<file path="src/hw/rtl/rwu_ram.sv">
// ----------------------------------------------------------------------------
// rwu_ram
// Generic single write port, single read port RAM with registered read.
// ----------------------------------------------------------------------------
module rwu_ram #(
  parameter int WIDTH = 8,
  parameter int DEPTH = 16
) (
  input  logic                                   clk,
  input  logic                                   we,
  input  logic [((DEPTH > 1) ? $clog2(DEPTH) : 1)-1:0] waddr,
  input  logic [WIDTH-1:0]                       wdata,
  input  logic                                   re,
  input  logic [((DEPTH > 1) ? $clog2(DEPTH) : 1)-1:0] raddr,
  output logic [WIDTH-1:0]                       rdata
);

  logic [WIDTH-1:0] mem [DEPTH];

  // write port
  always_ff @(posedge clk) begin
    if (we) begin
      mem[waddr] <= wdata;
    end
  end

  // registered read, held when not enabled
  always_ff @(posedge clk) begin
    if (re) begin
      rdata <= mem[raddr];
    end
  end

endmodule

</file>
<file path="config.mk">
export PLATFORM = sky130hd
export DESIGN_NAME = rwu_ram
export DESIGN_NICKNAME = d
export VERILOG_FILES = /design/src/hw/rtl/rwu_ram.sv
export SDC_FILE = /design/constraint.sdc
export NUM_CORES = 1
export LEC_CHECK = 0
export BUFFER_PORTS_ARGS = -buffer_cell sky130_fd_sc_hd__buf_2
export CAP_MARGIN = 20
export CORE_MARGIN = 2
export CORE_UTILIZATION = 50
export CTS_CLUSTER_DIAMETER = 50
export CTS_CLUSTER_SIZE = 16
export DETAILED_ROUTE_END_ITERATION = 6
export GPL_TIMING_DRIVEN = 0
export HOLD_SLACK_MARGIN = 0.06
export PLACE_DENSITY = 0.73
export SETUP_SLACK_MARGIN = 0.2
export SYNTH_ARGS = -nofsm -noshare
export SYNTH_HDL_FRONTEND = slang
export SYNTH_SLANG_ARGS = --single-unit
</file>
<file path="constraint.sdc">
create_clock -name clk -period 5.96 [get_ports clk]
set_input_delay 1.788 -clock clk [delete_from_list [all_inputs] [get_ports clk]]
set_output_delay 1.788 -clock clk [all_outputs]
set_load 0.005 [all_outputs]
</file>
* After elaboration in Yosys (flattened, before gate mapping)
Memories as Yosys holds them, arrays and structs flattened. A register that Yosys moved wholly into a read port is not among the register bits.
Index checks and enable logic that the tools add are counted.
** Storage, ports and cells
- Input port bits :: 19
- Word-level logic and storage cells :: 3
- Bits in registers :: 0
- RAM bits :: 128
- Memories :: 1
- Output and inout port bits :: 8
** Cells by class
- Mux-type cells :: 2
** Memory list
- mem :: depth 16, width 8, read ports 1, clocked after Yosys merged registers in 1, write ports 1, line 18 : logic [WIDTH-1:0] mem [DEPTH];
** Operators with widths (count)
- 1-bit 2-to-1 mux :: 2

* Longest topological paths before layout
- Word-level depth :: 2
- Depth in mapped cells :: 5
- Mapped depth without buffers :: 3

* Worst setup path after synthesis
Ideal clock, no wire load.
- Path kind :: input to register
- Start :: input port waddr[2] in the netlist's numbering
- End :: memory mem[0][0], enable pin
- Data required time :: 5577 ps
- Stages :: 2
- Arrival time :: 2898 ps
- Library setup time :: 383 ps
- Path slack :: 2679 ps
- Buffers on the path :: 0
- Cell sequence :: or3b_2 > nor3_1
** RTL lines
- from (decl) :: line 11 : input logic [((DEPTH > 1) ? $clog2(DEPTH) : 1)-1:0] waddr,
- to (decl) :: line 18
No word-level cell before the write port.

* Worst setup path after layout
- Start :: input port waddr[2] in the netlist's numbering
- End :: memory mem[0][1], enable pin
No word-level cell before the write port.

==> key figures <==
Power
  – Leakage: between 2 and 2.5 nW
  – Switch share: 19.8%
  – Net switching power: approximately 0.00044 W
  – Peak VDD IR: about 0.22 mV
  – Clock network fraction of design power: 47.2%
  – Logic pwr share: under 10%
  – Seq pwr share: between 40% and 50%
  – Pwr per Cell Area: between 300 and 400 nW/um2
  – Internal Power: ~0.0018 W

Timing
  – Max-slew violations: 0
  – Max_slew headroom: 45.4%
  – Count of final setup violators: 0
  – Max Fclk: 335 MHz
  – Fin. Hold Viols: 0
  – Final worst path period need: between 2 and 3 ns
  – WHS: 0.781 ns
  – Clk_skew: between 0.005 and 0.006 ns
  – Setup_tns: 0 ns
  – Worst-margin pin slew: approximately 0.82 ns
  – Period utilization: between 50% and 60%
  – RSZ-0062 raised after global routing: no

Worst setup path
  – Crit-path max FO: 6
  – Crit. Startpoint: waddr[2]
  – Startpoint types: primary input
  – FF-to-FF Start: mem[1][0]
  – Critical Path RT: ~6 ns
  – Setup crit end: mem[0][1]
  – Critical Path AT: 3.19 ns
  – Reg2reg path depth: 3
  – Reg2reg end: rdata[0]
  – CP Class: in -> reg
  – R2R setup slack: around 4.4 ns
  – Worst setup EP type: flip-flop

Layout
  – Final Net Count: 296
  – Layout area overhead: 17.9%
  – ANT cells: 0
  – Most common cell after layout, fill and taps aside: edfxtp_1
  – Layout cell share with drive strength beyond 1: between 30% and 40%
  – Most frequent cells in the layout: edfxtp_1, buf_2, mux4_2

Detailed routing
  – Total wire length: around 9800 um
  – First DRT Iteration DRCs: ~300
  – Antenna viol nets, final: 0
  – Vias: around 2500
  – Drt wl/cell: around 23 um
  – Metal2 WL: roughly 4900 um
  – WL met3: between 700 and 800 um
  – Post-DR vias/cell: around 5.9
  – Max layer used: met4
  – Met1 Routed Length: ~4000 um
  – Router iterations before antenna repair: 5
  – DRC: 0

CTS
  – Clock root buffer: clkbuf_8
  – CTS buffer count: 17
  – Post_cts resized: 0
  – CTS tree: done
  – Clock latency on the worst-skew pair: approximately 0.51 ns
  – Max clock buf depth: 2
  – Post-cts hold buffer count: 0
  – Clock transition at the registers of the reported paths: approximately 0.06 ns
  – Clock sinks: between 100 and 150
  – # H-tree levels: 4
  – Post-CTS setup buffers: 0

Worst hold path
  – HP Class: reg -> reg

Floorplan
  – I/O pin count: 27
  – Core Region: just over 10000 um2
  – Chip height: 106 um
  – Initial Util: 51.1%
  – Area of the die: 11300 um2
  – Die X: between 100 and 150 um
  – Row count: 37

GRT
  – Antenna violations before repair: 0
  – Largest net degree at the start of global routing: 17
  – First-pass GRT wire length: 14400 um
  – Total grt overflow: 0
  – Total GRT Usage: around a fifth
  – Vias in the first global route: around 2500

Synthesis
  – Syn nets: around 250
  – Adder-Cell Fraction of Synth Area: 0%
  – Top area cells in the synthesized netlist: edfxtp_1, mux4_2, mux4_1
  – Top cell type's share of synthesized area: between 70% and 80%
  – Post-Syn Instances: 229
  – Leading area contributor after synthesis: edfxtp_1
  – Largest family of logic cells by synthesized area: multiplexers
  – Synth Area in XOR/XNOR: 0%
  – Count of warnings emitted by yosys: 0
  – Synth Area in Compound Gates: between 2 and 2.5%
  – Post-synthesis cell area: around 5200 um2
  – Sequential fraction of the synthesis area: between 70% and 80%
  – Post-synthesis mux area share: roughly 15%
  – Synth cell types: 18
  – Mean post-synth cell area: 22.8 um2
  – Seq cells post-synth: between 100 and 150
  – Post-Synth Simple-Gate Area: between 3 and 4%

Flow run
  – Number of max-cap violations: 0

Status
  – Status: completed

Placement
  – GP Congestion: 0.730
  – Post-DP HPWL: roughly 6200 um
  – Port Buffer Count: 25
flip-flops by register name (all words and copies together) (netlist names):
signal,cells
mem,128
rdata,8
through the flow:
step	power (W)	utilization [%]	worst slack (ns)	cell area, um2	cells
detailed placement	0.00120	54.2	2.50	5550	394
global route	0.00230	60.2	2.98	6160	426
global placement	0.00120	54.0	2.12	5520	390
floorplan	0.00116	-	2.68	5230	229
CTS	0.00226	60.2	3.02	6160	426
finish	0.00224	60.2	2.97	6160	426
critical path: stages:
cell and delay (ns):
buf_2 0.11, or3b_2 0.53, nor3_1 0.44, buf_2 0.31
synthesized netlist by cell type, drive strengths merged:
| cell | n |
|---|---|
| and2b | 1 |
| nor2 | 13 |
| nand3b | 2 |
| nand3 | 1 |
| edfxtp | 136 |
| or3b | 1 |
| and2 | 1 |
| clkdlybuf4s25 | 3 |
| nand2b | 2 |
| nor2b | 1 |
| nand2 | 9 |
| a22oi | 16 |
| nor3 | 4 |
| mux4 | 32 |
| buf | 7 |
logic make-up (layout without fill, tap and decap cells):
kind of cell           Yosys count  count (layout)
flip-flops                     136             136
buffers and inverters           10              71
multiplexers                    32              32
AND/OR/NAND/NOR                 35              35
AO/OA/AOI/OAI                   16              16
cell type report:
cell class | count | area (um2)
Sequential cell | 136 | 4080
Fill cell | 690 | 4070
Multi-Input combinational cell | 83 | 1060
Buffer | 10 | 86.3
Tap cell | 136 | 170
Timing Repair Buffer | 29 | 150
Clock inverter | 15 | 199
Clock buffer | 17 | 414
worst min path at each step:
stage / start / end / slack [ns] / cells past startpoint
4_1_cts: mem[11][1] / rdata[1] / 0.78 / 3
2_1_floorplan: mem[7][0] / rdata[0] / 0.70 / 3
5_1_grt: mem[3][3] / rdata[3] / 0.83 / 3
3_3_place_gp: mem[8][4] / rdata[4] / 0.74 / 3
3_5_place_dp: mem[11][1] / rdata[1] / 0.77 / 3
6_report: mem[11][1] / rdata[1] / 0.78 / 3
power by group through the flow:
| stage | Combinational, W | Clock [W] | Sequential, W |
|---|---|---|---|
| floorplan | 0.0000544 | 0 | 0.00110 |
| global placement | 0.0000976 | 0 | 0.00110 |
| detailed placement | 0.000101 | 0 | 0.00110 |
| CTS | 0.000101 | 0.00107 | 0.00108 |
| global route | 0.000108 | 0.00111 | 0.00108 |
| finish | 0.000101 | 0.00106 | 0.00108 |
routing by layer:
metal  track usage [%]  up-vias
met5                 0        -
met4              9.02        0
met3              3.62        8
met2              29.5      120
met1              25.1     1282
li1                  -     1084
No activity file was read; power rests on OpenSTA's default activity.
