==> config.mk <==
export PLATFORM = sky130hd
export DESIGN_NAME = rwu_update
export DESIGN_NICKNAME = d
export VERILOG_FILES = /design/src/hw/rtl/rwu_pkg.sv /design/src/hw/rtl/rwu_update.sv
export SDC_FILE = /design/constraint.sdc
export NUM_CORES = 2
export LEC_CHECK = 0
export ABC_AREA = 1
export BUFFER_PORTS_ARGS = -buffer_cell sky130_fd_sc_hd__clkbuf_2
export CAP_MARGIN = 20
export CORE_AREA = 2 2 263 265
export DETAILED_ROUTE_END_ITERATION = 10
export DIE_AREA = 0 0 265 267
export MAX_ROUTING_LAYER = met4
export PLACE_DENSITY = 0.54
export SLEW_MARGIN = 20
export SYNTH_ARGS = -nofsm -noshare
export SYNTH_HDL_FRONTEND = slang
export SYNTH_SLANG_ARGS = --single-unit
==> constraint.sdc <==
create_clock -name vclk -period 19.4
set_input_delay 2.91 -clock vclk [all_inputs]
set_output_delay 2.91 -clock vclk [all_outputs]
set_load 0.01 [all_outputs]
==> src/hw/rtl/rwu_pkg.sv <==
// ----------------------------------------------------------------------------
// rwu_pkg
// Shared types and constants for the resilient backprop weight update unit.
// ----------------------------------------------------------------------------
package rwu_pkg;

  // storage geometry
  localparam int ENTRY_COUNT = 1024;
  localparam int ADDR_W      = (ENTRY_COUNT > 1) ? $clog2(ENTRY_COUNT) : 1;
  localparam int IDX_W       = 10;

  // field widths
  localparam int WEIGHT_W = 28;
  localparam int GRAD_W   = 32;
  localparam int STEP_W   = 27;
  localparam int INC_W    = 18;
  localparam int DEC_W    = 17;
  localparam int CFG_W    = 27;
  localparam int CFG_IDX_W = 3;
  localparam int SIGN_W   = 2;
  localparam int ENTRY_W  = STEP_W + SIGN_W;

  // arithmetic constants, Q16.16
  localparam logic [STEP_W-1:0] STEP_FLOOR   = STEP_W'(7);
  localparam logic [STEP_W-1:0] STEP_LIMIT   = STEP_W'(98304000);
  localparam int                WEIGHT_LIMIT = 98304000;
  localparam int                FRAC_W       = 16;
  localparam int                PROD_W       = STEP_W + INC_W;
  localparam int                SCALED_W     = PROD_W - FRAC_W;

  // register reset values
  localparam logic [INC_W-1:0]  INC_RESET  = INC_W'(78643);
  localparam logic [DEC_W-1:0]  DEC_RESET  = DEC_W'(32768);
  localparam logic [STEP_W-1:0] MIN_RESET  = STEP_W'(0);
  localparam logic [STEP_W-1:0] MAX_RESET  = STEP_W'(3276800);
  localparam logic [STEP_W-1:0] INIT_RESET = STEP_W'(6554);

  // register indexes
  typedef enum logic [CFG_IDX_W-1:0] {
    REG_INCREASE = 3'd0,
    REG_DECREASE = 3'd1,
    REG_STEP_MIN = 3'd2,
    REG_STEP_MAX = 3'd3,
    REG_STEP_INIT = 3'd4
  } cfg_reg_t;

  // action codes
  localparam logic ACT_CLEAR  = 1'b0;
  localparam logic ACT_UPDATE = 1'b1;

  // stored sign codes
  typedef enum logic [SIGN_W-1:0] {
    SIGN_ZERO = 2'd0,
    SIGN_POS  = 2'd1,
    SIGN_NEG  = 2'd2
  } sign_t;

  typedef struct packed {
    logic                        action;
    logic [IDX_W-1:0]            weight_index;
    logic signed [WEIGHT_W-1:0]  weight_in;
    logic signed [GRAD_W-1:0]    gradient;
  } in_item_t;

  typedef struct packed {
    logic [IDX_W-1:0]            result_index;
    logic signed [WEIGHT_W-1:0]  weight_out;
    logic [STEP_W-1:0]           step_out;
  } out_item_t;

  typedef struct packed {
    logic [INC_W-1:0]  grow_factor;
    logic [DEC_W-1:0]  shrink_factor;
    logic [STEP_W-1:0] step_min;
    logic [STEP_W-1:0] step_max;
    logic [STEP_W-1:0] step_initial;
  } cfg_t;

endpackage

==> src/hw/rtl/rwu_update.sv <==
// ----------------------------------------------------------------------------
// rwu_update
// Combinational step and weight update for one item, given the stored entry.
// ----------------------------------------------------------------------------
module rwu_update (
  input  rwu_pkg::in_item_t                item,
  input  rwu_pkg::cfg_t                    cfg,
  input  logic [rwu_pkg::STEP_W-1:0]       stored_step,
  input  logic [rwu_pkg::SIGN_W-1:0]       stored_sign,
  output logic [rwu_pkg::STEP_W-1:0]       new_step,
  output logic [rwu_pkg::SIGN_W-1:0]       new_sign,
  output rwu_pkg::out_item_t               result
);
  import rwu_pkg::*;

  localparam int WSUM_W = WEIGHT_W + 2;
  localparam logic signed [WSUM_W-1:0] W_HI = WSUM_W'(WEIGHT_LIMIT);
  localparam logic signed [WSUM_W-1:0] W_LO = -WSUM_W'(WEIGHT_LIMIT);

  sign_t                     prev;
  sign_t                     cur;
  sign_t                     kept;
  logic                      grow;
  logic [STEP_W-1:0]         floored;
  logic [INC_W-1:0]          factor;
  logic [PROD_W-1:0]         prod;
  logic [PROD_W-1:0]         rounded;
  logic [SCALED_W-1:0]       scaled;
  logic [SCALED_W-1:0]       bounded;
  logic [STEP_W-1:0]         upd_step;
  logic signed [WSUM_W-1:0]  wsum;
  logic signed [WSUM_W-1:0]  wclamp;

  // decode stored and new sign, unused code reads as zero
  always_comb begin
    unique case (stored_sign)
      SIGN_POS: prev = SIGN_POS;
      SIGN_NEG: prev = SIGN_NEG;
      default:  prev = SIGN_ZERO;
    endcase
    if (item.gradient > 0) begin
      cur = SIGN_POS;
    end else if (item.gradient < 0) begin
      cur = SIGN_NEG;
    end else begin
      cur = SIGN_ZERO;
    end
    grow = (prev == SIGN_ZERO) || (cur == SIGN_ZERO) || (prev == cur);
  end

  // scale the floored step by the selected factor, round half up
  always_comb begin
    floored = (stored_step < STEP_FLOOR) ? STEP_FLOOR : stored_step;
    factor  = grow ? cfg.grow_factor : INC_W'(cfg.shrink_factor);
    prod    = PROD_W'(floored) * PROD_W'(factor);
    rounded = prod + PROD_W'(32768);
    scaled  = rounded[PROD_W-1:FRAC_W];
  end

  // bound the scaled step
  always_comb begin
    if (grow) begin
      bounded = (scaled > SCALED_W'(cfg.step_max)) ? SCALED_W'(cfg.step_max) : scaled;
    end else begin
      bounded = (scaled < SCALED_W'(cfg.step_min)) ? SCALED_W'(cfg.step_min) : scaled;
    end
    upd_step = (bounded > SCALED_W'(STEP_LIMIT)) ? STEP_LIMIT : bounded[STEP_W-1:0];
    kept     = grow ? cur : SIGN_ZERO;
  end

  // move the weight, or just clamp it on a clear
  always_comb begin
    wsum = WSUM_W'(item.weight_in);
    if (item.action == ACT_CLEAR) begin
      new_step = (cfg.step_initial > STEP_LIMIT) ? STEP_LIMIT : cfg.step_initial;
      new_sign = SIGN_ZERO;
    end else begin
      new_step = upd_step;
      new_sign = kept;
      if (kept == SIGN_POS) begin
        wsum = WSUM_W'(item.weight_in) + $signed({3'b000, upd_step});
      end else if (kept == SIGN_NEG) begin
        wsum = WSUM_W'(item.weight_in) - $signed({3'b000, upd_step});
      end
    end
    if (wsum > W_HI) begin
      wclamp = W_HI;
    end else if (wsum < W_LO) begin
      wclamp = W_LO;
    end else begin
      wclamp = wsum;
    end
    result.result_index = item.weight_index;
    result.weight_out   = wclamp[WEIGHT_W-1:0];
    result.step_out     = new_step;
  end

endmodule

-- Yosys cells after proc, flatten, opt, wreduce, memory -nomap -nowiden
Index checks and enable logic that the tools add are counted.
- magnitude comparators: 9
- reduce and logical (&&, ||, !) cells: 4
- shift operators: 0
- bitwise operators: 0
- $mul: 1
- add/subtract/negate cells: 3
- divide/modulo/power cells: 0
- muxes and demuxes: 18
- eq/ne operators: 5
- operators by type and width (kind ; number):
    27-bit 2-to-1 mux ; 4
    30-bit 2-to-1 mux ; 3
    29-bit 2-to-1 mux ; 3
    28-bit 2-to-1 mux ; 2
    45-bit by 16-bit adder with 45-bit output, second input constant ; 1
    27-bit by 18-bit multiplier with 45-bit output ; 1
    32-bit by 1-bit > comparator with 1-bit output, second input constant ; 1
    32-bit by 1-bit less-than comparator with 1-bit output, second input constant ; 1
    30-bit by 28-bit > comparator with 1-bit output, second input constant ; 1
    30-bit by 28-bit less-than comparator with 1-bit output, second input constant ; 1
    28-bit by 28-bit adder with 29-bit output ; 1
    29-bit by 27-bit > comparator with 1-bit output ; 1
    29-bit by 27-bit > comparator with 1-bit output, second input constant ; 1
    29-bit by 27-bit less-than comparator with 1-bit output ; 1
    28-bit by 28-bit subtractor with 29-bit output ; 1
    27-bit > comparator, second input constant ; 1
    27-bit by 3-bit less-than comparator with 1-bit output, second input constant ; 1
    18-bit 2-to-1 mux ; 1
    2-bit 2-to-1 mux ; 4
    2-bit by 1-bit == test with 1-bit output, second input constant ; 2
    2-bit == test, second input constant ; 2
    2-bit zero test ; 2
    2-bit case mux with 2 select lines ; 1
    2-bit == test ; 1
    1-bit logical OR ; 2
- memory bits (writable): 0
- register bits after elaboration: 0
- memory bits (read-only): 0
- bits in latches: 0
- logic and storage cells: 40
- memories: 0
- input bits: 216

-- Depth between registers and ports, before layout
- word-level depth: 21
- depth in mapped cells: 99

-- Worst setup path after synthesis
No wires, ideal clock.
- path kind: input port to output port
- start point: input item[31] in the netlist's numbering
- end point: output result[44] in the netlist's numbering
- path buffers: 8
- arrival time: 15.612 ns
- stages on the path: 87
- slack: 0.878 ns
- cell sequence: inv_2 -> nand2_1 -> nor2_1 -> nand2_1 -> nor2_1 -> nand2_1 -> nand3_1 -> nand3_1 -> nand2_1 -> clkbuf_1 -> clkbuf_1 -> clkbuf_1 -> o21ai_1 -> inv_1 -> clkbuf_1 -> nand2_1 -> fa_1 -> inv_1 -> [... 51 more ...] -> o211ai_1 -> a21oi_1 -> o21ai_1 -> a21boi_0 -> o21bai_1 -> a21oi_1 -> o21ai_1 -> nand2_1 -> nand3_1 -> nand2_1 -> a31oi_1 -> nor2_1 -> nand3_1 -> nand2b_1 -> nand4_2 -> buf_4 -> nand2_1 -> nor2_1
- RTL lines (what ; line ; text):
    from (decl) ; rwu_update.sv:6 ; input rwu_pkg::in_item_t item,
    to (decl) ; rwu_update.sv:12 ; output rwu_pkg::out_item_t result

==> reports/results.ini <==
[cells_and_area]
clockBufferCount = 0
utilization = 0.451
synthToLayoutAreaGrowth_pct = 30.1
instances_no_fill = 5031
seq_cells = 0
layout.nets = 5021
layout-drive-gt1-share = 0.269
regArea_um2 = 0

[global_route]
grtUsageTotal = 0.253
grt_pass1_wl_um = 135000
antenna_found_initial = 3
grt_pass1_vias = 24500
grt_max_degree = 59
grt-ovfl-total = 0

[routing]
first_pass_iters = 5
routed-via-count = 24500
vias_per_cell = 4.88
wl_per_cell_um = 17.7
antenna_left = 0
routed_wl_um = 88900
drtIter0Drc = 1708
drc = 0

[synth]
synth_nets = 4347
yosysWarningCount = 0
syn_avg_cell_area_um2 = 6.78
ys_types = 60
yosysSeqAreaShare = 0
syn_inst = 3475
syn_area_um2 = 23600

[floorplan]
rows = 96
core-area_um2 = 68000
dieArea_um2 = 70800
die_y_um = 267
die_w_um = 265
start_util = 0.347
ios = 310

[worst_setup_path]
slowest_stage = fa_1
critical_path.max_stage_delay_ns = 0.55
critPathKind = input pin to primary output
arrival_ns = 15.75
crit_path_max_fanout = 13
endpoint_kind = primary output
path_common_cell = inv_1
crit_required_ns = 16.49
crit_path_start_kind = input pin

[run_status]
status = finished, final reports clean

[timing]
tns_ns = 0
max_slew_margin = 0.343
finalSetupViolCount = 0
finalCritPeriodShare = 0.962
max_freq_mhz = 53.6
worst_pin_slew_ns = 0.983
report.final.slew_viol_count = 0
hold_violations = 0
layout_min_cycle_time_ns = 18.66

[min_path]
holdPathStages = 0
hold_path_class = input pin to primary output

[run]
drv_cap = 0

[placement]
port_buffers = 290
gp_congestion = 0.955
place_inst = 4982
hpwl_um = 77000

-- logic make-up after synthesis --
kind of cell               share of synthesized area
and+or+nand+nor                                0.247
adders and majority gates                      0.476
AOI/OAI and AO/OA                             0.0976
xor gates and xnor gates                      0.0167
buffers and inverters                          0.162
-- timing repair --
action,in CTS,in global routing
resized for setup,15,273
endpoints found under the setup margin,27,28
pin swaps,0,78
cloned,0,8
hold buffers,0,0
buffers inserted,0,40
-- final timing paths --
kind	start	to	slack (ns)
worst min-delay path	item[65]	result[60]	5.82
worst max-delay path	item[31]	result[45]	0.74
-- area by class of cell --
| class | instances | area, µm² |
|---|---|---|
| inverter | 805 | 3040 |
| timing repair buffer | 824 | 5760 |
| fill | 7164 | 37300 |
| antenna | 2 | 5.00 |
| multi-input combinational | 2517 | 20700 |
| timing repair inverter | 1 | 5.00 |
| tap | 882 | 1100 |
-- stage by stage --
stage                     cell area, µm²  setup WS [ns]  hold WS, ns
final                              30700          0.741         5.82
after global routing               30700         -0.185         5.82
after CTS                          29200        0.00563         5.82
after detailed placement           29100         -0.464         5.82
after global placement             29100         -0.371         5.82
after floorplan                    23600          0.878         5.91
-- critical path: cells and delay by family --
| kind | cells | cell delay [ns] |
|---|---|---|
| and+or+nand+nor | 33 | 3.82 |
| adders and majority gates | 9 | 3.68 |
| buffers and inverters | 26 | 2.90 |
| AOI/OAI and AO/OA | 17 | 2.43 |
-- cell usage after synthesis, types with 3 or more instances --
| master | count | area [µm²] |
|---|---|---|
| nor4_1 | 10 | 62.6 |
| o21a_1 | 10 | 75.1 |
| xor2_1 | 35 | 307 |
| inv_2 | 25 | 93.8 |
| o211ai_1 | 28 | 210 |
| buf_4 | 41 | 308 |
| nand2_2 | 7 | 43.8 |
| a211oi_1 | 10 | 75.1 |
| nand4_1 | 19 | 119 |
| nor2_2 | 13 | 81.3 |
| inv_1 | 767 | 2880 |
| nand3_1 | 115 | 576 |
| a22oi_1 | 4 | 30.0 |
| o21ai_0 | 103 | 515 |
| clkbuf_2 | 3 | 15.0 |
| clkinv_1 | 12 | 45.0 |
| a41oi_1 | 3 | 26.3 |
| ha_1 | 254 | 3180 |
| a21oi_1 | 170 | 851 |
| nor2_1 | 361 | 1360 |
| buf_6 | 6 | 67.6 |
| a21o_1 | 5 | 37.5 |
| nor3_1 | 24 | 120 |
| clkbuf_1 | 89 | 334 |
| buf_2 | 14 | 70.1 |
| fa_1 | 402 | 8050 |
| nand2_1 | 810 | 3040 |
| xnor2_1 | 10 | 87.6 |
| a31oi_1 | 21 | 131 |
| a32o_1 | 3 | 30.0 |
| or2_2 | 27 | 169 |
| o21bai_1 | 6 | 45.0 |
| o21ai_1 | 12 | 60.1 |
| nand3b_1 | 20 | 150 |
| a21boi_0 | 3 | 22.5 |
-- routing by layer --
metal  up-vias  routed length (µm)  track usage
li1      11800                   -            -
met1     11800               37900        0.319
met2       716               42700        0.431
met3       156                5010       0.0274
met4         0                3210       0.0722
met5         -                   0            -
-- cells in the final DEF, fill, tap and decap left out, types with 6 or more instances in the layout --
cell type  count
clkbuf_2     286
nand4_1       19
xnor2_1        7
nand3_2        7
ha_1         235
nand2_1      787
a21oi_1      136
o21ai_2       28
o21ai_0       67
xor2_1        27
clkinv_1      10
nor3_1        20
inv_1        750
fa_1         399
ha_4          14
o211ai_1      28
nand3_1      108
inv_2         39
o21a_1        10
nor4_1         9
nand3b_1      20
buf_12        14
nand2_2       28
nor2_4         6
buf_4        503
nor2_2        40
a21oi_2       34
o21ai_1       20
a31oi_1       14
nor2_1       328
or2_2         27
buf_6         12
Power is left out: the tool's default activity adds up to more than one toggle a clock period on the data nets, which glitch-free logic cannot reach.
